===== src/rtl/core/ultrasonic_echo_cluster_ranger_defines.svh =====
// Assertion macros for the ultrasonic echo cluster ranger.
// Used by the top level; expects signals named clock and reset in scope.
`ifndef ULTRASONIC_ECHO_CLUSTER_RANGER_DEFINES_SVH
`define ULTRASONIC_ECHO_CLUSTER_RANGER_DEFINES_SVH

// Checked on every clock edge outside of reset.
`define UECR_ASSERT(label, prop, msg) \
   label: assert property (@(posedge clock) disable iff (reset) prop) \
      else $error(msg);

// Checked on every clock edge, reset included.
`define UECR_ASSERT_ALWAYS(label, prop, msg) \
   label: assert property (@(posedge clock) prop) else $error(msg);

`endif


===== src/rtl/core/uecr_pkg.sv =====
// Shared types and constants of the ultrasonic echo cluster ranger.
// No dependencies; used by every module of the block.
package uecr_pkg;

   localparam int READINGS_PER_POINT = 5;

   localparam int TICK_W     = 32;
   localparam int TIME_W     = 16;
   localparam int RANGE_W    = 16;
   localparam int SERVO_W    = 12;
   localparam int STEP_W     = 11;
   localparam int DIST_W     = 16;
   localparam int CSR_IDX_W  = 3;
   localparam int CSR_DATA_W = 16;

   localparam int CNT_W      = $clog2(READINGS_PER_POINT + 1);
   localparam int IDX_W      = (READINGS_PER_POINT > 1) ? $clog2(READINGS_PER_POINT) : 1;
   localparam int SUM_W      = TIME_W + $clog2(READINGS_PER_POINT + 1);
   localparam int DIV_STEP_W = $clog2(SUM_W);
   localparam bit SINGLE_READING = (READINGS_PER_POINT <= 1);

   // 0.1715 mm per microsecond in 0.16 fixed point.
   localparam int SCALE_W     = 14;
   localparam logic [SCALE_W-1:0] RANGE_SCALE = 14'd11239;
   localparam int PROD_W      = TIME_W + SCALE_W;
   localparam int RANGE_SHIFT = 16;

   localparam int SERVO_CMP_W = SERVO_W + 1;

   localparam int QUEUE_DEPTH = 2;
   localparam int QPTR_W      = (QUEUE_DEPTH > 1) ? $clog2(QUEUE_DEPTH) : 1;
   localparam int QCNT_W      = $clog2(QUEUE_DEPTH + 1);

   localparam int REQ_DATA_W = 32;
   localparam int RSP_DATA_W = 32;
   localparam int RSP_PAD_W  = RSP_DATA_W - (1 + RANGE_W + SERVO_W + 1);

   typedef enum logic [CSR_IDX_W-1:0] {
      CSR_CLUSTER_DIST = 3'd0,
      CSR_FALLBACK     = 3'd1,
      CSR_PULSE_TOP    = 3'd2,
      CSR_PULSE_FLOOR  = 3'd3,
      CSR_SERVO_STEP   = 3'd4
   } csr_index_type;

   typedef struct packed {
      logic [DIST_W-1:0]  cluster_dist;
      logic [RANGE_W-1:0] fallback;
      logic [SERVO_W-1:0] pulse_top;
      logic [SERVO_W-1:0] pulse_floor;
      logic [STEP_W-1:0]  servo_step;
   } cfg_type;

   localparam cfg_type CFG_RESET = '{
      cluster_dist: 16'd292,
      fallback:     16'd3990,
      pulse_top:    12'd2500,
      pulse_floor:  12'd500,
      servo_step:   11'd11
   };

   typedef struct packed {
      logic              valid;
      logic [TIME_W-1:0] data;
   } reading_push_type;

   typedef struct packed {
      logic empty;
      logic full;
   } queue_status_type;

   typedef struct packed {
      logic               point;
      logic               done;
      logic [SERVO_W-1:0] servo;
      logic [RANGE_W-1:0] range;
      logic               trig;
   } rsp_type;

endpackage


===== src/rtl/core/ultrasonic_echo_cluster_ranger.sv =====
// Channel | Direction | Handshake              | Payload
// req     | in        | req_tvalid/req_tready  | tuser: edge_level; tdata: edge_tick
// rsp     | out       | rsp_tvalid/rsp_tready  | tuser: point_valid; tdata: see port
// csr     | in        | csr_we (no wait)       | csr_index, csr_wdata
//
// A rising edge is taken and gives no result.
// A falling edge that does not close a group raises rsp_tvalid after
// passing the queue and the IDLE and EMIT states; one that closes a group
// goes through the scan, the bit-serial divider and one multiply, or only
// the scan when nothing clusters and the fallback range is sent.
// Reset is synchronous; the result register and queue let input and
// output stall independently.
`include "ultrasonic_echo_cluster_ranger_defines.svh"

module ultrasonic_echo_cluster_ranger (
   input  logic                               clock,
   input  logic                               reset,
   input  logic                               req_tvalid,
   output logic                               req_tready,
   input  logic                               req_tuser,   // [0] edge_level
   input  logic [uecr_pkg::REQ_DATA_W-1:0]    req_tdata,   // [31:0] edge_tick
   output logic                               rsp_tvalid,
   input  logic                               rsp_tready,
   output logic                               rsp_tuser,   // [0] point_valid
   // [0] trigger_next, [16:1] range_mm, [28:17] servo_pulse_us,
   // [29] sweep_done, [31:30] zero
   output logic [uecr_pkg::RSP_DATA_W-1:0]    rsp_tdata,
   input  logic                               csr_we,
   input  logic [uecr_pkg::CSR_IDX_W-1:0]     csr_index,
   input  logic [uecr_pkg::CSR_DATA_W-1:0]    csr_wdata
);

   uecr_pkg::cfg_type            cfg_ff, cfg_in;
   uecr_pkg::queue_status_type   q_status;
   uecr_pkg::reading_push_type   push;
   logic                         pop;
   logic [uecr_pkg::TIME_W-1:0]  q_data;
   uecr_pkg::rsp_type            rsp_out;
   logic                         partial_rsp;
   logic                         partial_ok;
   logic                         sweep_rsp;
   logic                         sweep_ok;

   always_comb begin
      cfg_in = cfg_ff;
      if (csr_we) begin
         unique case (csr_index)
            uecr_pkg::CSR_CLUSTER_DIST: cfg_in.cluster_dist = csr_wdata;
            uecr_pkg::CSR_FALLBACK:     cfg_in.fallback     = csr_wdata;
            uecr_pkg::CSR_PULSE_TOP:
               cfg_in.pulse_top   = csr_wdata[uecr_pkg::SERVO_W-1:0];
            uecr_pkg::CSR_PULSE_FLOOR:
               cfg_in.pulse_floor = csr_wdata[uecr_pkg::SERVO_W-1:0];
            uecr_pkg::CSR_SERVO_STEP:
               cfg_in.servo_step  = csr_wdata[uecr_pkg::STEP_W-1:0];
            default: cfg_in = cfg_ff;
         endcase
      end
   end

   always_ff @(posedge clock) begin
      if (reset) begin
         cfg_ff <= uecr_pkg::CFG_RESET;
      end else begin
         cfg_ff <= cfg_in;
      end
   end

   uecr_front u_front (
      .clock      (clock),
      .reset      (reset),
      .req_tvalid (req_tvalid),
      .req_tready (req_tready),
      .req_tuser  (req_tuser),
      .req_tdata  (req_tdata),
      .q_status   (q_status),
      .push       (push)
   );

   uecr_fifo u_fifo (
      .clock   (clock),
      .reset   (reset),
      .push    (push),
      .pop     (pop),
      .status  (q_status),
      .rd_data (q_data)
   );

   uecr_back u_back (
      .clock      (clock),
      .reset      (reset),
      .cfg        (cfg_ff),
      .q_status   (q_status),
      .q_data     (q_data),
      .pop        (pop),
      .rsp_tvalid (rsp_tvalid),
      .rsp_tready (rsp_tready),
      .rsp_out    (rsp_out)
   );

   assign rsp_tuser = rsp_out.point;
   assign rsp_tdata = {{uecr_pkg::RSP_PAD_W{1'b0}}, rsp_out.done, rsp_out.servo,
                       rsp_out.range, rsp_out.trig};

   assign partial_rsp = rsp_tvalid && !rsp_out.point;
   assign partial_ok  = rsp_out.trig && (rsp_out.range == '0) && !rsp_out.done;
   assign sweep_rsp   = rsp_tvalid && rsp_out.done;
   assign sweep_ok    = rsp_out.point && !rsp_out.trig &&
                        (rsp_out.servo == cfg_ff.pulse_top);

   `UECR_ASSERT(a_partial_result, partial_rsp |-> partial_ok, "partial result with point data")
   `UECR_ASSERT(a_sweep_end, sweep_rsp |-> sweep_ok, "sweep end without servo return")
   `UECR_ASSERT_ALWAYS(a_reset_idle, $past(reset) |-> !rsp_tvalid, "result right after reset")

endmodule


===== src/rtl/core/uecr_front.sv =====
// Front end: accepts echo edges, keeps the start tick and turns each
// falling edge into a saturated echo time for the queue. Uses uecr_pkg.
module uecr_front (
   input  logic                              clock,
   input  logic                              reset,
   input  logic                              req_tvalid,
   output logic                              req_tready,
   input  logic                              req_tuser,   // [0] edge_level
   input  logic [uecr_pkg::REQ_DATA_W-1:0]   req_tdata,   // [31:0] edge_tick
   input  uecr_pkg::queue_status_type        q_status,
   output uecr_pkg::reading_push_type        push
);

   logic [uecr_pkg::TICK_W-1:0] start_tick_ff;
   logic [uecr_pkg::TICK_W-1:0] start_tick_in;
   logic [uecr_pkg::TICK_W-1:0] elapsed;
   logic                        accept;

   assign req_tready = !q_status.full;
   assign accept     = req_tvalid && !q_status.full;

   // Wraparound comes for free from the modulo 2^32 subtraction.
   assign elapsed = req_tdata[uecr_pkg::TICK_W-1:0] - start_tick_ff;

   always_comb begin
      start_tick_in = start_tick_ff;
      push.valid    = 1'b0;
      push.data     = (|elapsed[uecr_pkg::TICK_W-1:uecr_pkg::TIME_W]) ?
                      '1 : elapsed[uecr_pkg::TIME_W-1:0];
      if (accept) begin
         if (req_tuser) begin
            start_tick_in = req_tdata[uecr_pkg::TICK_W-1:0];
         end else begin
            push.valid = 1'b1;
         end
      end
   end

   always_ff @(posedge clock) begin
      if (reset) begin
         start_tick_ff <= '0;
      end else begin
         start_tick_ff <= start_tick_in;
      end
   end

endmodule


===== src/rtl/core/uecr_fifo.sv =====
// Short queue of echo times between the front end and the back end.
// Uses uecr_pkg for its depth and entry types.
module uecr_fifo (
   input  logic                          clock,
   input  logic                          reset,
   input  uecr_pkg::reading_push_type    push,
   input  logic                          pop,
   output uecr_pkg::queue_status_type    status,
   output logic [uecr_pkg::TIME_W-1:0]   rd_data
);

   logic [uecr_pkg::TIME_W-1:0] mem_ff [uecr_pkg::QUEUE_DEPTH];
   logic [uecr_pkg::QPTR_W-1:0] wr_ptr_ff, wr_ptr_in;
   logic [uecr_pkg::QPTR_W-1:0] rd_ptr_ff, rd_ptr_in;
   logic [uecr_pkg::QCNT_W-1:0] count_ff, count_in;
   logic                        do_push, do_pop;

   assign status.empty = (count_ff == '0);
   assign status.full  = (count_ff == uecr_pkg::QCNT_W'(uecr_pkg::QUEUE_DEPTH));
   assign rd_data      = mem_ff[rd_ptr_ff];
   assign do_push      = push.valid && !status.full;
   assign do_pop       = pop && !status.empty;

   always_comb begin
      wr_ptr_in = wr_ptr_ff;
      rd_ptr_in = rd_ptr_ff;
      count_in  = count_ff;
      if (do_push) begin
         wr_ptr_in = (wr_ptr_ff == uecr_pkg::QPTR_W'(uecr_pkg::QUEUE_DEPTH - 1)) ?
                     '0 : wr_ptr_ff + 1'b1;
      end
      if (do_pop) begin
         rd_ptr_in = (rd_ptr_ff == uecr_pkg::QPTR_W'(uecr_pkg::QUEUE_DEPTH - 1)) ?
                     '0 : rd_ptr_ff + 1'b1;
      end
      if (do_push && !do_pop) begin
         count_in = count_ff + 1'b1;
      end else if (do_pop && !do_push) begin
         count_in = count_ff - 1'b1;
      end
   end

   always_ff @(posedge clock) begin
      if (do_push) begin
         mem_ff[wr_ptr_ff] <= push.data;
      end
   end

   always_ff @(posedge clock) begin
      if (reset) begin
         wr_ptr_ff <= '0;
         rd_ptr_ff <= '0;
         count_ff  <= '0;
      end else begin
         wr_ptr_ff <= wr_ptr_in;
         rd_ptr_ff <= rd_ptr_in;
         count_ff  <= count_in;
      end
   end

endmodule


===== src/rtl/core/uecr_back.sv =====
// Back end: collects echo times into groups, marks clustered readings,
// divides for the mean, scales it to millimetres and steps the servo.
// Uses uecr_pkg; pops from uecr_fifo and owns the result register.
module uecr_back (
   input  logic                          clock,
   input  logic                          reset,
   input  uecr_pkg::cfg_type             cfg,
   input  uecr_pkg::queue_status_type    q_status,
   input  logic [uecr_pkg::TIME_W-1:0]   q_data,
   output logic                          pop,
   output logic                          rsp_tvalid,
   input  logic                          rsp_tready,
   output uecr_pkg::rsp_type             rsp_out
);

   typedef enum logic [4:0] {
      ST_IDLE = 5'b00001,
      ST_SCAN = 5'b00010,
      ST_DIV  = 5'b00100,
      ST_MUL  = 5'b01000,
      ST_EMIT = 5'b10000
   } state_type;

   state_type                         state_ff, state_in;
   logic [uecr_pkg::TIME_W-1:0]       store_ff [uecr_pkg::READINGS_PER_POINT];
   logic                              store_we;
   logic [uecr_pkg::CNT_W-1:0]        cnt_ff, cnt_in;
   logic [uecr_pkg::IDX_W-1:0]        idx_ff, idx_in;
   logic [uecr_pkg::DIV_STEP_W-1:0]   step_ff, step_in;
   logic [uecr_pkg::SUM_W-1:0]        sum_ff, sum_in;
   logic [uecr_pkg::CNT_W-1:0]        mcnt_ff, mcnt_in;
   logic [uecr_pkg::CNT_W-1:0]        rem_ff, rem_in;
   logic                              grp_ff, grp_in;
   logic [uecr_pkg::PROD_W-1:0]       prod_ff, prod_in;
   logic [uecr_pkg::SERVO_W-1:0]      servo_ff, servo_in;
   logic                              rsp_valid_ff, rsp_valid_in;
   uecr_pkg::rsp_type                 rsp_ff, rsp_in;

   logic [uecr_pkg::TIME_W-1:0]       cur;
   logic                              close;
   logic [uecr_pkg::CNT_W:0]          trial;
   logic                              ge;
   logic                              out_free;
   logic                              servo_low;

   assign rsp_tvalid = rsp_valid_ff;
   assign rsp_out    = rsp_ff;
   assign out_free   = !rsp_valid_ff || rsp_tready;

   // The reading under scan is compared against all others in parallel.
   always_comb begin
      logic [uecr_pkg::TIME_W-1:0] diff;
      cur   = store_ff[idx_ff];
      close = 1'b0;
      for (int k = 0; k < uecr_pkg::READINGS_PER_POINT; k++) begin
         diff = (cur > store_ff[k]) ? cur - store_ff[k] : store_ff[k] - cur;
         if ((uecr_pkg::IDX_W'(k) != idx_ff) && (diff <= cfg.cluster_dist)) begin
            close = 1'b1;
         end
      end
   end

   assign trial = {rem_ff, sum_ff[uecr_pkg::SUM_W-1]};
   assign ge    = (trial >= {1'b0, mcnt_ff});

   assign servo_low = ({1'b0, servo_ff} <
                       (uecr_pkg::SERVO_CMP_W'(cfg.pulse_floor) +
                        uecr_pkg::SERVO_CMP_W'(cfg.servo_step)));

   always_comb begin
      state_in     = state_ff;
      store_we     = 1'b0;
      pop          = 1'b0;
      cnt_in       = cnt_ff;
      idx_in       = idx_ff;
      step_in      = step_ff;
      sum_in       = sum_ff;
      mcnt_in      = mcnt_ff;
      rem_in       = rem_ff;
      grp_in       = grp_ff;
      prod_in      = prod_ff;
      servo_in     = servo_ff;
      rsp_valid_in = rsp_valid_ff && !rsp_tready;
      rsp_in       = rsp_ff;

      unique case (state_ff)
         ST_IDLE: begin
            if (!q_status.empty) begin
               pop      = 1'b1;
               store_we = 1'b1;
               if (cnt_ff == uecr_pkg::CNT_W'(uecr_pkg::READINGS_PER_POINT - 1)) begin
                  cnt_in   = '0;
                  grp_in   = 1'b1;
                  idx_in   = '0;
                  sum_in   = '0;
                  mcnt_in  = '0;
                  state_in = ST_SCAN;
               end else begin
                  cnt_in   = cnt_ff + 1'b1;
                  grp_in   = 1'b0;
                  state_in = ST_EMIT;
               end
            end
         end
         ST_SCAN: begin
            // A lone reading per point is its own mean.
            if (close || uecr_pkg::SINGLE_READING) begin
               sum_in  = sum_ff + uecr_pkg::SUM_W'(cur);
               mcnt_in = mcnt_ff + 1'b1;
            end
            idx_in = idx_ff + 1'b1;
            if (idx_ff == uecr_pkg::IDX_W'(uecr_pkg::READINGS_PER_POINT - 1)) begin
               rem_in  = '0;
               step_in = '0;
               state_in = (mcnt_in == '0) ? ST_EMIT : ST_DIV;
            end
         end
         ST_DIV: begin
            // Restoring division, one quotient bit per cycle.
            rem_in  = ge ? uecr_pkg::CNT_W'(trial - {1'b0, mcnt_ff}) :
                           trial[uecr_pkg::CNT_W-1:0];
            sum_in  = {sum_ff[uecr_pkg::SUM_W-2:0], ge};
            step_in = step_ff + 1'b1;
            if (step_ff == uecr_pkg::DIV_STEP_W'(uecr_pkg::SUM_W - 1)) begin
               state_in = ST_MUL;
            end
         end
         ST_MUL: begin
            prod_in  = uecr_pkg::PROD_W'(sum_ff[uecr_pkg::TIME_W-1:0]) *
                       uecr_pkg::PROD_W'(uecr_pkg::RANGE_SCALE);
            state_in = ST_EMIT;
         end
         ST_EMIT: begin
            if (out_free) begin
               rsp_valid_in = 1'b1;
               state_in     = ST_IDLE;
               if (grp_ff) begin
                  rsp_in.point = 1'b1;
                  rsp_in.range = (mcnt_ff != '0) ?
                                 uecr_pkg::RANGE_W'(prod_ff >> uecr_pkg::RANGE_SHIFT) :
                                 cfg.fallback;
                  if (servo_low) begin
                     servo_in    = cfg.pulse_top;
                     rsp_in.done = 1'b1;
                     rsp_in.trig = 1'b0;
                  end else begin
                     servo_in    = servo_ff - uecr_pkg::SERVO_W'(cfg.servo_step);
                     rsp_in.done = 1'b0;
                     rsp_in.trig = 1'b1;
                  end
               end else begin
                  rsp_in.point = 1'b0;
                  rsp_in.range = '0;
                  rsp_in.done  = 1'b0;
                  rsp_in.trig  = 1'b1;
               end
               rsp_in.servo = servo_in;
            end
         end
         default: begin
            state_in = ST_IDLE;
         end
      endcase
   end

   always_ff @(posedge clock) begin
      if (store_we) begin
         store_ff[cnt_ff[uecr_pkg::IDX_W-1:0]] <= q_data;
      end
   end

   always_ff @(posedge clock) begin
      idx_ff  <= idx_in;
      step_ff <= step_in;
      sum_ff  <= sum_in;
      mcnt_ff <= mcnt_in;
      rem_ff  <= rem_in;
      grp_ff  <= grp_in;
      prod_ff <= prod_in;
      rsp_ff  <= rsp_in;
   end

   always_ff @(posedge clock) begin
      if (reset) begin
         state_ff     <= ST_IDLE;
         cnt_ff       <= '0;
         servo_ff     <= uecr_pkg::CFG_RESET.pulse_top;
         rsp_valid_ff <= 1'b0;
      end else begin
         state_ff     <= state_in;
         cnt_ff       <= cnt_in;
         servo_ff     <= servo_in;
         rsp_valid_ff <= rsp_valid_in;
      end
   end

endmodule

===== config.mk =====
export PLATFORM = sky130hd
export DESIGN_NAME = ultrasonic_echo_cluster_ranger
export DESIGN_NICKNAME = d
export VERILOG_FILES = /design/src/rtl/core/uecr_pkg.sv /design/src/rtl/core/ultrasonic_echo_cluster_ranger.sv /design/src/rtl/core/uecr_front.sv /design/src/rtl/core/uecr_fifo.sv /design/src/rtl/core/uecr_back.sv
export VERILOG_INCLUDE_DIRS = /design/src /design/src/rtl/core
export SDC_FILE = /design/constraint.sdc
export NUM_CORES = 1
export LEC_CHECK = 0
export BUFFER_PORTS_ARGS = -buffer_cell sky130_fd_sc_hd__clkbuf_2
export CAP_MARGIN = 20
export CORE_MARGIN = 10
export CORE_UTILIZATION = 58
export DETAILED_ROUTE_END_ITERATION = 7
export PLACE_DENSITY = 0.82
export SYNTH_ARGS = -nofsm -noshare
export SYNTH_HDL_FRONTEND = slang
export SYNTH_SLANG_ARGS = --single-unit
export TNS_END_PERCENT = 20

===== constraint.sdc =====
create_clock -name clock -period 8.19 [get_ports clock]
set_input_delay 0.4095 -clock clock [delete_from_list [all_inputs] [get_ports clock]]
set_output_delay 0.4095 -clock clock [all_outputs]
set_load 0.02 [all_outputs]

=== After elaboration in Yosys (flattened, before gate mapping) ===
Memories as Yosys holds them, arrays and structs flattened. A register that Yosys moved wholly into a read port is not among the register bits.
Cells that the tools add are included.

* Flip-flop bits (word level): 219
* RAM bits: 112
* Input bits: 57
* Word-level logic and storage cells: 188
* Memories kept: 2

{| class="wikitable"
|+ Memories
! name !! words !! bits a word !! rd ports !! clocked after memory_dff !! wr ports !! line !! RTL
|-
| u_back.store_ff || 5 || 16 || 6 || 1 || 1 || uecr_back.sv:25 || <nowiki>logic [uecr_pkg::TIME_W-1:0] store_ff [uecr_pkg::READINGS_PER_POINT];</nowiki>
|-
| u_fifo.mem_ff || 2 || 16 || 1 || 1 || 1 || uecr_fifo.sv:12 || <nowiki>logic [uecr_pkg::TIME_W-1:0] mem_ff [uecr_pkg::QUEUE_DEPTH];</nowiki>
|}

* Add/sub/neg operators: 23
* Multiply operators: 1
* Magnitude comparators: 12
* Equal/unequal tests: 23
* Multiplexer cells: 58
* Bitwise operators: 2
* Reduce and logical (&&, ||, !) cells: 41

{| class="wikitable"
|+ Operators with widths
! cell !! number
|-
| 16-bit subtractor || 10
|-
| 16-bit two-way mux || 6
|-
| 16-bit > comparator || 5
|-
| 16-bit less-or-equal comparator || 5
|-
| 19-bit two-way mux || 3
|-
| 19-bit one-hot mux with 3 select lines || 1
|-
| 5-bit two-way mux || 7
|-
| 32-bit subtractor || 1
|-
| 16-bit by 14-bit multiplier with 30-bit output (second input constant) || 1
|-
| 5-bit one-hot mux with 5 select lines || 1
|-
| 12-bit two-way mux || 2
|-
| 3-bit two-way mux || 8
|-
| 1-bit two-way mux || 22
|-
| 19-bit by 16-bit adder with 19-bit output || 1
|-
| 3-bit one-hot mux with 2 select lines || 3
|-
| 2-bit AND reduction || 9
|-
| 16-bit OR reduction || 1
|-
| 14-bit two-way mux || 1
|-
| 12-bit by 11-bit adder with 13-bit output || 1
|-
| 12-bit by 13-bit less-than comparator with 1-bit output || 1
|-
| 12-bit by 11-bit subtractor with 12-bit output || 1
|-
| 1-bit logical AND || 11
|-
| 5-bit equality test (second input constant) || 2
|-
| 2-bit by 1-bit inequality test with 1-bit output (second input constant) || 5
|-
| 31 further kinds || 52
|}

=== Logic depth before layout (Yosys ltp) ===
An unclocked memory read counts as a cell.

* Depth after elaboration: 16
* Gate-level depth with buffers: 30

=== Cells and area by module ===
Synthesis repeated with hierarchy kept, for this count alone.

* Cells, all modules: 3339
* Area, all modules: 32383.6 um2

{| class="wikitable"
|+ Modules (own cells, without submodules)
! module !! instances !! cells an instance !! area each (um2)
|-
| uecr_back || 1 || 2510 || 24841.3
|-
| uecr_front || 1 || 493 || 3440.8
|-
| ultrasonic_echo_cluster_ranger || 1 || 261 || 2732.6
|-
| uecr_fifo || 1 || 75 || 1368.8
|}

=== Worst setup path after synthesis ===
Ideal clock, no wire load.

* Kind: register to register
* From: reg (tool-made name)
* To: reg u_back.sum_ff[0] (netlist bit) (enable)
* Setup time: 0.444 ns
* Arrival: 7.464 ns
* Required time: 7.746 ns
* Slack: 0.283 ns
* Cell stages (with the launch flop): 28
* Buffers on the path: 3
* Period minus slack after synthesis: 7.907 ns
* Path through: dfxtp_1 > clkbuf_1 > clkbuf_1 > clkbuf_1 > mux4_2 > mux2i_1 > inv_1 > fa_1 > a21o_1 > a21oi_1 > o21bai_1 > a21oi_1 > a2111oi_0 > o21ai_1 > mux2_2 > a31oi_1 > o21ai_0 > xor2_1 > ha_1 > nand4_1 > nor3_1 > o21ai_0 > o211ai_1 > o211ai_1 > a211oi_1 > nand2_1 > nand2_1 > nand3_1

{| class="wikitable"
|+ RTL lines
! item !! line !! RTL
|-
| to (signal assigned) || uecr_back.sv:175 || <nowiki>sum_ff <= sum_in;</nowiki>
|-
| to (decl) || uecr_back.sv:30 || <nowiki>logic [uecr_pkg::SUM_W-1:0] sum_ff, sum_in;</nowiki>
|}

==> impl_results.md <==
- Status: complete, no violations
- Top Family by Delay on Critical Path: simple AND/OR/NAND/NOR gates
- Initial drt markers: 2335
- Via density: 6.15
- Die width: 253 um
- Max-slew violations: 0
- Number of flops mapped to enable cells by yosys: 239
- Cell count after synthesis: 3300
- P per Cell Area: 182 nW/um^2
- Drt drc: 0
- Detailed placer's ending HPWL: 67.8 mm
- CP startpoint kind: flop
- Max-cap violations: 0
- Core area: 53700 um^2
- Final hold vios: 0
- Yosys warns: 0
- CP max FO: 19
- GRT Util Overall: 26.7%
- Clock Path Buffers: 3
- Worst slew pin tran: 1.05 ns
- Total Neg Setup Slack: 0 ns
- Ant diodes: 0
- Vias in the first global route: 24800
- Worst VDD drop: 206 uV
- Crit-path max cell delay: 0.64 ns
- Synth cell types: 92
- Global-route wire length before repair: 135 mm
- Syn-to-layout area delta: 8.44%
- CP Buf/Inv Count: 2
- DP Worst Slack: 0.622 ns
- Root buffer selected by CTS: clkbuf_16
- Final setup viols: 0
- Via Count: 25100
- Arrival time worst endpoint: 8.04 ns
- Most common cell on crit path: nand2_1
- Post-synth ARST share: 0%
- IO Count: 92
- GP Congestion: 0.995
- Critical path type: reg -> reg
- Tmin final: 7.72 ns
- Total gr overflow: 0
- Slew HR: 29.9%
- CTS sink cnt: 367
- TritonCTS Buffers: 38
- Seq cells post-synth: 367
- Synth top area share: 22.9%
- Total wire length: 86.5 mm
- Initial DRT Pass Iterations: 5
- Final worst path period share: 94.3%
- Initial antenna violation count: 0
- Crit. End Element: flop
- Worst Path Required: 8.51 ns
- Row Count: 85
- Post-route ant nets: 0
- Hold crit path type: in -> reg
- Sequential element share of the synthesized area: 31.0%
- Crit-path cells: mux4_2 -> mux2i_1 -> inv_1 -> ha_1 -> nand3_1 -> or4_1 -> nor4_1 -> nor2_1 -> a21o_1 -> mux2_2 -> a21oi_1 -> o21ai_0 -> xor2_1 -> ha_1 -> nand4_1 -> or3_1 -> or2_2 -> o2111ai_1 -> nand2_1 -> a211oi_1 -> nand2_1 -> nand2_1 -> nand3_1 -> buf_4
- Worst-Skew Late Latency: 0.58 ns
- Clock Skews: 0.0388 ns
- Final #Nets: 3977
- Fmax: 130 MHz
- Die Height: 253 um
- Share of cells above drive strength 1: 9.11%
- Ranking of synthesized cells by area: edfxtp_1 (23%), ha_1 (18%), dfxtp_1 (8.2%)
- RSZ-0062 raised after global routing: no
- Resized Gates After CTS: 0
- Synth Area per Inst: 9.51 um^2
- Cell taking the most area after synthesis: edfxtp_1
- Critical path's slowest cell: dfxtp_2
- LEAKAGE: 14.6 nW
- CTS tree: built
- Post-CTS Hold Buffers: 0
- Die area: 63800 um^2
- Largest net degree at the start of global routing: 81
- Post CTS Setup Buffer Count: 0
- Initial Util: 58.4%
- Worst setup margin: 0.469 ns
- Synth Flop Type: edfxtp_1
- H-Tree Depth: 2
- Post-synthesis cell area: 31400 um^2
- Avg WL per Cell: 21.1 um
- Clk pin slew, worst setup/hold paths: 0.06 ns
- I/O Buffers: 89
-- layout by cell type (no fill, tap or decap), drive strengths merged, types with 30 or more instances in the layout --
cell type  netlist  layout
dfxtp          128     128
mux2i           63      63
nand2          358     358
o21ai          129     129
fa             116     116
ha             442     442
mux2            32      32
nand4           44      44
mux4            32      32
nor2           143     143
a21o           126     126
xnor2           83      83
nand3           54      54
edfxtp         239     239
a21oi          269     269
o21bai          34      34
a31oi           30      30
nor3            50      50
nor2b           40      40
xor2            60      60
buf             19      52
inv            359     363
clkbuf         100     132
-- stage by stage --
stage          utilization (%)  hold WS, ns  instance area, um^2  total power (W)  instances
2_1_floorplan                -        0.424                31400          0.00379       3301
3_3_place_gp              60.9        0.439                32700          0.00434       4016
3_5_place_dp              60.9        0.447                32700          0.00438       4017
4_1_cts                   63.4       0.0443                34000          0.00617       4087
5_1_grt                   63.4       0.0794                34000          0.00652       4088
6_report                  63.4       0.0700                34000          0.00620       4088
-- Yosys cell counts (all sizes together), types with 54 or more instances --
cell	n
ha	442
clkbuf	100
inv	359
xnor2	83
nor2	143
o21ai	129
mux2i	63
nand3	54
a21o	126
a21oi	269
fa	116
nand2	358
edfxtp	239
dfxtp	128
xor2	60
-- worst reg2reg max path: stages, from the launching register on --
cell and delay, ns:
dfxtp_2 0.64, mux4_2 0.60, mux2i_1 0.21, inv_1 0.22, ha_1 0.45, nand3_1 0.20, or4_1 0.58, nor4_1 0.57
nor2_1 0.09, a21o_1 0.39, mux2_2 0.39, a21oi_1 0.14, o21ai_0 0.12, xor2_1 0.17, ha_1 0.31, nand4_1 0.09
or3_1 0.42, or2_2 0.31, o2111ai_1 0.14, nand2_1 0.10, a211oi_1 0.59, nand2_1 0.25, nand2_1 0.12, nand3_1 0.07
buf_4 0.26
-- layer usage --
layer | up-vias | global-route usage, % | wire length, um
met5 | - | 0 | 0
met4 | 0 | 12.1 | 4060
met3 | 229 | 3.34 | 5720
met2 | 960 | 45.6 | 41300
met1 | 12100 | 33.4 | 35400
li1 | 11800 | - | -
-- path summary, 6_finish.rpt --
| check | from | to | slack (ns) | cells after the start |
|---|---|---|---|---|
| max | flop | u_back.sum_ff[9] | 0.47 | 24 |
| min | req_tdata[20] | u_front.start_tick_ff[20] | 0.07 | 3 |
| min reg2reg | u_front.start_tick_ff[10] | u_front.start_tick_ff[10] | 0.45 | 2 |
| max reg2reg | flop | u_back.sum_ff[9] | 0.47 | 24 |
-- where the power goes --
group | switching, W | total (W) | leakage [nW] | internal [W]
Sequential | 0.0000861 | 0.00217 | 2.99 | 0.00209
Combinational | 0.00133 | 0.00223 | 11.0 | 0.000901
Clock | 0.000767 | 0.00179 | 0.640 | 0.00103
Total | 0.00218 | 0.00620 | 14.6 | 0.00401
-- area by class of cell --
cell class | count | area [um^2]
clock buffers | 44 | 1040
flip-flops and latches | 367 | 9740
multi-input cells | 2455 | 19900
inverters | 360 | 1350
clock inverters | 26 | 279
fillers | 4288 | 19700
repair buffers | 140 | 848
well taps | 696 | 871
-- cells by family after synthesis --
kind of cell | Yosys count | synth area share, %
DFF | 367 | 31.0
muxes | 127 | 5.45
AOI/OAI and AO/OA | 785 | 16.0
xor gates and xnor gates | 143 | 3.99
and+or+nand+nor | 840 | 12.7
other | 1 | 0.0120
adders and majority gates | 558 | 25.0
buffers and inverters | 479 | 5.81
-- state kept, by name, indices dropped and copies added, names as in the netlist, 12 cells and up, named ones only --
| register | flops |
|---|---|
| u_back.sum_ff | 19 |
| cfg_ff | 67 |
| u_back.rsp_out | 31 |
| u_back.servo_ff | 12 |
| u_back.store_ff | 128 |
| u_front.start_tick_ff | 32 |
| u_fifo.mem_ff | 32 |
| u_back.prod_ff | 14 |
No activity file was read; power rests on OpenSTA's default activity.
